===== src/hdl/ilbs_pkg.sv =====
// Shared types and constants for the icon list best-size selector.
`timescale 1ns / 1ps

package ilbs_pkg;

    // Field widths of the stream items and the register
    localparam int unsigned WORD_BITS      = 32;
    localparam int unsigned OUT_INDEX_BITS = 24;
    localparam int unsigned DEF_INDEX_BITS = 24;
    localparam int unsigned S_TDATA_BITS   = WORD_BITS;
    localparam int unsigned M_TDATA_BITS   = OUT_INDEX_BITS + WORD_BITS;

    // Outcome of judging one complete record
    typedef struct packed {
        logic take;   // record replaces the current best
        logic exact;  // record width equals the target, search ends
    } decision_t;

endpackage


===== src/hdl/ilbs_judge.sv =====
// Selection rule applied to one complete record against the current best.
`timescale 1ns / 1ps

module ilbs_judge (
    input  logic [ilbs_pkg::WORD_BITS-1:0] rec_width,
    input  logic [ilbs_pkg::WORD_BITS-1:0] target_size,
    input  logic [ilbs_pkg::WORD_BITS-1:0] best_size,
    input  logic                           exact_done,
    output ilbs_pkg::decision_t            decision
);
    import ilbs_pkg::*;

    logic is_exact;
    logic is_above;
    logic above_ok;
    logic below_ok;

    // Compare the width to the target and to the best so far
    always_comb begin
        is_exact = (rec_width == target_size);
        is_above = (rec_width > target_size);
        above_ok = !((best_size > target_size) && (rec_width >= best_size));
        below_ok = (rec_width > best_size);
        decision.exact = !exact_done && is_exact;
        decision.take  = !exact_done &&
                         (is_exact || (is_above ? above_ok : below_ok));
    end

endmodule


===== src/hdl/icon_list_best_size_select.sv =====
// Top level of the icon list best-size selector: record parser, best tracker, result register.
//
//  channel   direction  payload
//  s_*       in         tdata = word[31:0], tlast = last
//  m_*       out        tdata = best_index[23:0], best_width[55:24]; tuser = found
//  cfg_*     in         cfg_wdata = target_size[31:0], written when cfg_we is high
//
// One list word is taken every cycle while s_tready is high; the 32x32 pixel-count multiply
// on the height word and the 64-bit pixel countdown each sit between the state registers.
// A result appears in the cycle after the item carrying tlast is taken and waits in the output
// register; s_tready stays high while that register is empty or being taken.
// aresetn (synchronous, active low) returns the list state and target_size to zero.
`timescale 1ns / 1ps

module icon_list_best_size_select #(
    parameter int unsigned INDEX_BITS = ilbs_pkg::DEF_INDEX_BITS
) (
    input  logic                              aclk,
    input  logic                              aresetn,
    // configuration register target_size
    input  logic                              cfg_we,
    input  logic [ilbs_pkg::WORD_BITS-1:0]    cfg_wdata,
    // input items: tdata = word
    input  logic                              s_tvalid,
    output logic                              s_tready,
    input  logic [ilbs_pkg::S_TDATA_BITS-1:0] s_tdata,   // [31:0] word
    input  logic                              s_tlast,   // last
    // result items
    output logic                              m_tvalid,
    input  logic                              m_tready,
    output logic [ilbs_pkg::M_TDATA_BITS-1:0] m_tdata,   // [23:0] best_index, [55:24] best_width
    output logic                              m_tuser    // found
);
    import ilbs_pkg::*;

    typedef enum logic [1:0] {
        PH_WIDTH,
        PH_HEIGHT,
        PH_PIXELS
    } phase_t;

    phase_t                  phase_reg, phase_next;
    logic [INDEX_BITS-1:0]   position_reg, position_next;
    logic [INDEX_BITS-1:0]   rec_start_reg, rec_start_next;
    logic [WORD_BITS-1:0]    rec_width_reg, rec_width_next;
    logic [2*WORD_BITS-1:0]  pixels_reg, pixels_next;
    logic [WORD_BITS-1:0]    best_size_reg, best_size_next;
    logic [INDEX_BITS-1:0]   best_start_reg, best_start_next;
    logic                    have_best_reg, have_best_next;
    logic                    exact_done_reg, exact_done_next;
    logic [WORD_BITS-1:0]    target_reg;

    logic                    m_valid_reg, m_valid_next;
    logic                    m_found_reg, m_found_next;
    logic [M_TDATA_BITS-1:0] m_data_reg, m_data_next;

    logic                    accept;
    logic                    judge_en;
    logic [WORD_BITS-1:0]    word;
    logic [31:0]             start_ext;
    decision_t               decision;

    assign word     = s_tdata[WORD_BITS-1:0];
    assign s_tready = !m_valid_reg || m_tready;
    assign accept   = s_tvalid && s_tready;

    ilbs_judge u_judge (
        .rec_width   (rec_width_reg),
        .target_size (target_reg),
        .best_size   (best_size_reg),
        .exact_done  (exact_done_reg),
        .decision    (decision)
    );

    // Parse records, update the best record and load the result on the last item
    always_comb begin
        phase_next      = phase_reg;
        position_next   = position_reg;
        rec_start_next  = rec_start_reg;
        rec_width_next  = rec_width_reg;
        pixels_next     = pixels_reg;
        best_size_next  = best_size_reg;
        best_start_next = best_start_reg;
        have_best_next  = have_best_reg;
        exact_done_next = exact_done_reg;
        m_valid_next    = m_valid_reg && !m_tready;
        m_found_next    = m_found_reg;
        m_data_next     = m_data_reg;
        judge_en        = 1'b0;
        start_ext       = '0;

        if (accept) begin
            case (phase_reg)
                PH_HEIGHT: begin
                    pixels_next = {{WORD_BITS{1'b0}}, rec_width_reg} *
                                  {{WORD_BITS{1'b0}}, word};
                    if (rec_width_reg == '0 || word == '0) begin
                        judge_en   = 1'b1;
                        phase_next = PH_WIDTH;
                    end else begin
                        phase_next = PH_PIXELS;
                    end
                end
                PH_PIXELS: begin
                    pixels_next = pixels_reg - {{(2*WORD_BITS-1){1'b0}}, 1'b1};
                    if (pixels_reg == {{(2*WORD_BITS-1){1'b0}}, 1'b1}) begin
                        judge_en   = 1'b1;
                        phase_next = PH_WIDTH;
                    end
                end
                default: begin
                    rec_start_next = position_reg;
                    rec_width_next = word;
                    phase_next     = PH_HEIGHT;
                end
            endcase
            position_next = position_reg + {{(INDEX_BITS-1){1'b0}}, 1'b1};

            // Take the completed record if the rule says so
            if (judge_en && decision.take) begin
                best_size_next  = rec_width_reg;
                best_start_next = rec_start_reg;
                have_best_next  = 1'b1;
                if (decision.exact) begin
                    exact_done_next = 1'b1;
                end
            end

            // Report on the last item, then start a fresh list
            if (s_tlast) begin
                start_ext    = 32'(best_start_next);
                m_valid_next = 1'b1;
                m_found_next = have_best_next;
                if (have_best_next) begin
                    m_data_next = {best_size_next, start_ext[OUT_INDEX_BITS-1:0]};
                end else begin
                    m_data_next = '0;
                end
                phase_next      = PH_WIDTH;
                position_next   = '0;
                rec_start_next  = '0;
                rec_width_next  = '0;
                pixels_next     = '0;
                best_size_next  = '0;
                best_start_next = '0;
                have_best_next  = 1'b0;
                exact_done_next = 1'b0;
            end
        end
    end

    // Hold list state, target and result register
    always_ff @(posedge aclk) begin
        if (!aresetn) begin
            phase_reg      <= PH_WIDTH;
            position_reg   <= '0;
            rec_start_reg  <= '0;
            rec_width_reg  <= '0;
            pixels_reg     <= '0;
            best_size_reg  <= '0;
            best_start_reg <= '0;
            have_best_reg  <= 1'b0;
            exact_done_reg <= 1'b0;
            target_reg     <= '0;
            m_valid_reg    <= 1'b0;
        end else begin
            phase_reg      <= phase_next;
            position_reg   <= position_next;
            rec_start_reg  <= rec_start_next;
            rec_width_reg  <= rec_width_next;
            pixels_reg     <= pixels_next;
            best_size_reg  <= best_size_next;
            best_start_reg <= best_start_next;
            have_best_reg  <= have_best_next;
            exact_done_reg <= exact_done_next;
            m_valid_reg    <= m_valid_next;
            if (cfg_we) begin
                target_reg <= cfg_wdata;
            end
        end
        m_found_reg <= m_found_next;
        m_data_reg  <= m_data_next;
    end

    assign m_tvalid = m_valid_reg;
    assign m_tuser  = m_found_reg;
    assign m_tdata  = m_data_reg;

endmodule

===== config.mk =====
export PLATFORM = sky130hd
export DESIGN_NAME = icon_list_best_size_select
export DESIGN_NICKNAME = d
export VERILOG_FILES = /design/src/hdl/ilbs_pkg.sv /design/src/hdl/ilbs_judge.sv /design/src/hdl/icon_list_best_size_select.sv
export SDC_FILE = /design/constraint.sdc
export NUM_CORES = 2
export LEC_CHECK = 0
export ABC_AREA = 1
export BUFFER_PORTS_ARGS = -buffer_cell sky130_fd_sc_hd__buf_2
export CAP_MARGIN = 25
export CORE_MARGIN = 8
export CORE_UTILIZATION = 65
export CTS_CLUSTER_DIAMETER = 120
export CTS_CLUSTER_SIZE = 14
export DETAILED_ROUTE_END_ITERATION = 10
export GPL_ROUTABILITY_DRIVEN = 0
export PLACE_DENSITY_LB_ADDON = 0.3
export SLEW_MARGIN = 10
export SYNTH_ARGS = -nofsm -noshare
export SYNTH_HDL_FRONTEND = slang
export SYNTH_HIERARCHICAL = 1
export SYNTH_SLANG_ARGS = --single-unit

===== constraint.sdc =====
create_clock -name aclk -period 9.2 [get_ports aclk]
set_input_delay 0.46 -clock aclk [delete_from_list [all_inputs] [get_ports aclk]]
set_output_delay 0.46 -clock aclk [all_outputs]
set_load 0.1 [all_outputs]

==> key figures <==
Floorplan
  – Die ar.: 91400 sq um
  – # rows: 105
  – Initial Util: 65.3%
  – Core Region: 81600 sq um
  – Die height: 302 um
  – Die X: 302 um
  – Io pins: roughly 130

Layout
  – Share of cells above drive strength 1: 5.42%
  – P&R area growth vs syn: 3.49%
  – Max reg flops: 64
  – Register area: 6460 sq um
  – Post-Layout Cell Count: 8389
  – Multi-input logic area: between 30000 and 40000 sq um
  – FILL cells: between 6000 and 7000
  – Post-layout nets: around 8600

Clocking
  – CTS buffer count: 24
  – Insertion delay to the later sink of the worst-skew pair: 640 ps
  – Clk slew on worst S/H paths: 80 ps
  – Setup bufs post-CTS: 0
  – Cts hold-fix bufs: 0
  – CTS tree: yes
  – Max H-tree Level: 1
  – Buffers from clock root to sink, at most: 3
  – Root Buffer: clkbuf_16
  – Sink Count: approximately 300
  – Post-CTS sizing: 0

Logic synthesis
  – Seq cells post-synth: 294
  – Area leader, netlist: fa_1
  – Main synth FF type: dfxtp_1
  – Warnings, synthesis: 6
  – Synth area leaders: fa_1, nand2_1, inv_1
  – Post-Syn Nets: 8750
  – Synth top area share: 33.7%
  – Share of async-settable or async-resettable flops after synthesis: 0%
  – Cell Area, Synth: roughly 53000 sq um
  – Seq/Total Area, Yosys: 12.1%
  – Distinct cells, synth: 52
  – Post-synthesis instance total: 7420
  – Number of flops mapped to enable cells by yosys: 57
  – Avg Cell Area, Syn: approximately 7 sq um

Timing
  – Final hold vios: 0
  – RSZ-0062 raised after global routing: false
  – Max-slew violation count: 0
  – Setup TNS: 0 ps
  – Fmax achieved: 127 MHz
  – Final Skew: 84.1 ps
  – Slew margin rel.: 25.0%
  – Worst-margin pin slew: 1120 ps
  – Final worst-path cycle share: between 80% and 90%
  – Endpoints failing setup: 0
  – Clock period minus worst slack: 7880 ps

Global routing
  – Initial antenna violation count: 10
  – Met3 usage: 8.54%
  – Met1 Usage GRT: around 45%
  – Number of global-route vias before repair: 47200
  – Global-route wire length before repair: 248000 um
  – Overall routing resource usage: 34.2%
  – Met2 GRT Util: 53.7%
  – Largest net degree at the start of global routing: 110
  – Busiest grt layer: met2
  – Global route overflow: 0

Critical path
  – Element type at the critical path end: register
  – Worst R2R Setup Slack: 1320 ps
  – Slowest cell delay on critical path: 930 ps
  – Crit Path Max Fanout: 18
  – WP data required: 9750 ps
  – Critical path's slowest cell: dfxtp_1
  – Arrival time at the worst endpoint: 8430 ps
  – Nature of the critical path startpoint: register
  – CP Class: reg -> reg
  – Worst path most repeated cell: fa_1

Placed design
  – Buffers on Ports: 128
  – Hpwl dp: around 120000 um
  – Inst Count DP: 8345

Drt
  – Routed Antenna Nets: 0
  – DR WL/cell: about 18 um
  – Vias per cell: 5.57
  – Residual DRC: 0
  – DRT Pass-1 Iters: 8
  – Initial DRC Count: 5006
  – Vias after detailed routing: 46700
  – Final wirelength: 154000 um

Power
  – Sw Ratio: 52.6%
  – Clock share of power: 13.9%
  – Max VDD drop: approximately 0.13 mV
  – PwrDens: between 100 and 150 nW/um^2
  – Leak Pwr: between 30 and 40 nW
  – Power share of the combinational group: 66.1%
  – Power Internal: 3.46 mW
  – Psw: 3.84 mW
  – Seq pwr share: 20.0%

Hold path
  – Hold WC Path Type: in -> reg

Run status
  – Outcome: finished clean

Job
  – Maxcap violations: 0
-- synthesized netlist by cell type (6+ instances only) --
cell	count
nand3_1	204
ha_1	364
buf_2	58
buf_4	6
o22ai_1	8
o211ai_1	12
nor2_2	16
nand4_1	25
fa_1	896
a21o_1	6
clkbuf_1	285
inv_1	1923
edfxtp_1	57
nor2_1	370
a21oi_2	28
nand2_2	22
xor2_1	25
o21ai_1	8
o21bai_1	11
a21oi_1	347
buf_6	8
dfxtp_1	237
inv_2	12
o21a_1	8
xnor2_1	27
buf_1	8
nor3_1	55
nand2_1	2175
o21ai_0	139
nand3_2	41
-- power by group through the flow --
stage,Clock (mW),Sequential [mW],Combinational (mW)
2_1_floorplan,0,1.50,3.15
3_3_place_gp,0,1.48,4.56
3_5_place_dp,0,1.48,4.61
4_1_cts,1.02,1.46,4.69
5_1_grt,1.06,1.47,5.29
6_report,1.01,1.46,4.82
-- through the flow --
step           setup WS, ps  total power, mW  hold WS (ps)  utilization (%)  instance area (sq um)
6_report               1320             7.30           125             67.6                  55100
5_1_grt                1030             7.82           125             67.6                  55100
4_1_cts                1480             7.16           121             67.6                  55100
3_5_place_dp           1530             6.10           457             66.7                  54500
3_3_place_gp           1600             6.05           451             66.7                  54500
2_1_floorplan          2490             4.65           443                -                  53300
-- path summary, 6_finish.rpt --
path	from	end	cells after the start
setup reg to reg	rec_width_reg[12]	pixels_reg[26]	25
setup / recovery	rec_width_reg[12]	pixels_reg[26]	25
hold reg to reg	best_start_reg[5]	best_start_reg[5]	2
hold / removal	cfg_wdata[2]	target_reg[2]	3
-- cells by family (layout without fill, tap and decap cells) --
group | count (synthesis) | in the layout | synth area share (%)
AND/OR/NAND/NOR | 2930 | 2930 | 22.3
buffers and inverters | 2308 | 2199 | 16.7
adder cells (fa/ha/maj) | 1260 | 1260 | 42.2
AO/OA/AOI/OAI | 576 | 576 | 5.85
flip-flops | 294 | 294 | 12.1
XOR/XNOR | 52 | 52 | 0.855
other | 0 | 8 | 0
-- layer usage --
metal / share of wire (%) / wire (um) / vias up
met5: 0.025 / 38 / -
met4: 5.2 / 7950 / 6
met3: 12 / 18800 / 519
met2: 44 / 68600 / 2556
met1: 38 / 58700 / 22400
li1: - / - / 21200
-- final cells by class --
type	instances	share of cell area, %
antenna	8	0.0363
multi-input combinational	4818	68.9
sequential	294	11.7
clock buffer	35	1.16
clock inverter	1	0.0545
timing repair buffer	227	2.53
tap	1070	2.43
inverter	1936	13.2
-- worst max-delay path: cells and delay by family, from the launching register on --
kind / cells / cell delay [ps]
buffers and inverters: 5 / 880
AOI/OAI and AO/OA: 3 / 610
adders and majority gates: 9 / 4480
DFF: 1 / 930
and+or+nand+nor: 8 / 980
-- layout by cell type, fill, tap and decap left out, drive strengths merged, types with 2 or more instances in the layout --
cell    synthesis  final
clkinv          1      2
or2             4      4
nor3b           2      2
nor2          388    388
edfxtp         57     57
nand3b          2      2
inv          1935   1935
o21a            8      8
o21ai         147    147
a211oi          2      2
a31oi           2      2
nand3         246    246
nand4          26     26
a21oi         375    375
o211ai         12     12
xor2           25     25
o21bai         11     11
diode           0      8
dfxtp         237    237
xnor2          27     27
fa            896    896
nor3           58     58
and2            2      2
o22ai           8      8
a21o            7      7
nor4            4      4
buf            86    227
nand2        2198   2198
clkbuf        285     35
ha            364    364
Note: power is estimated with default switching activity, not from simulation.
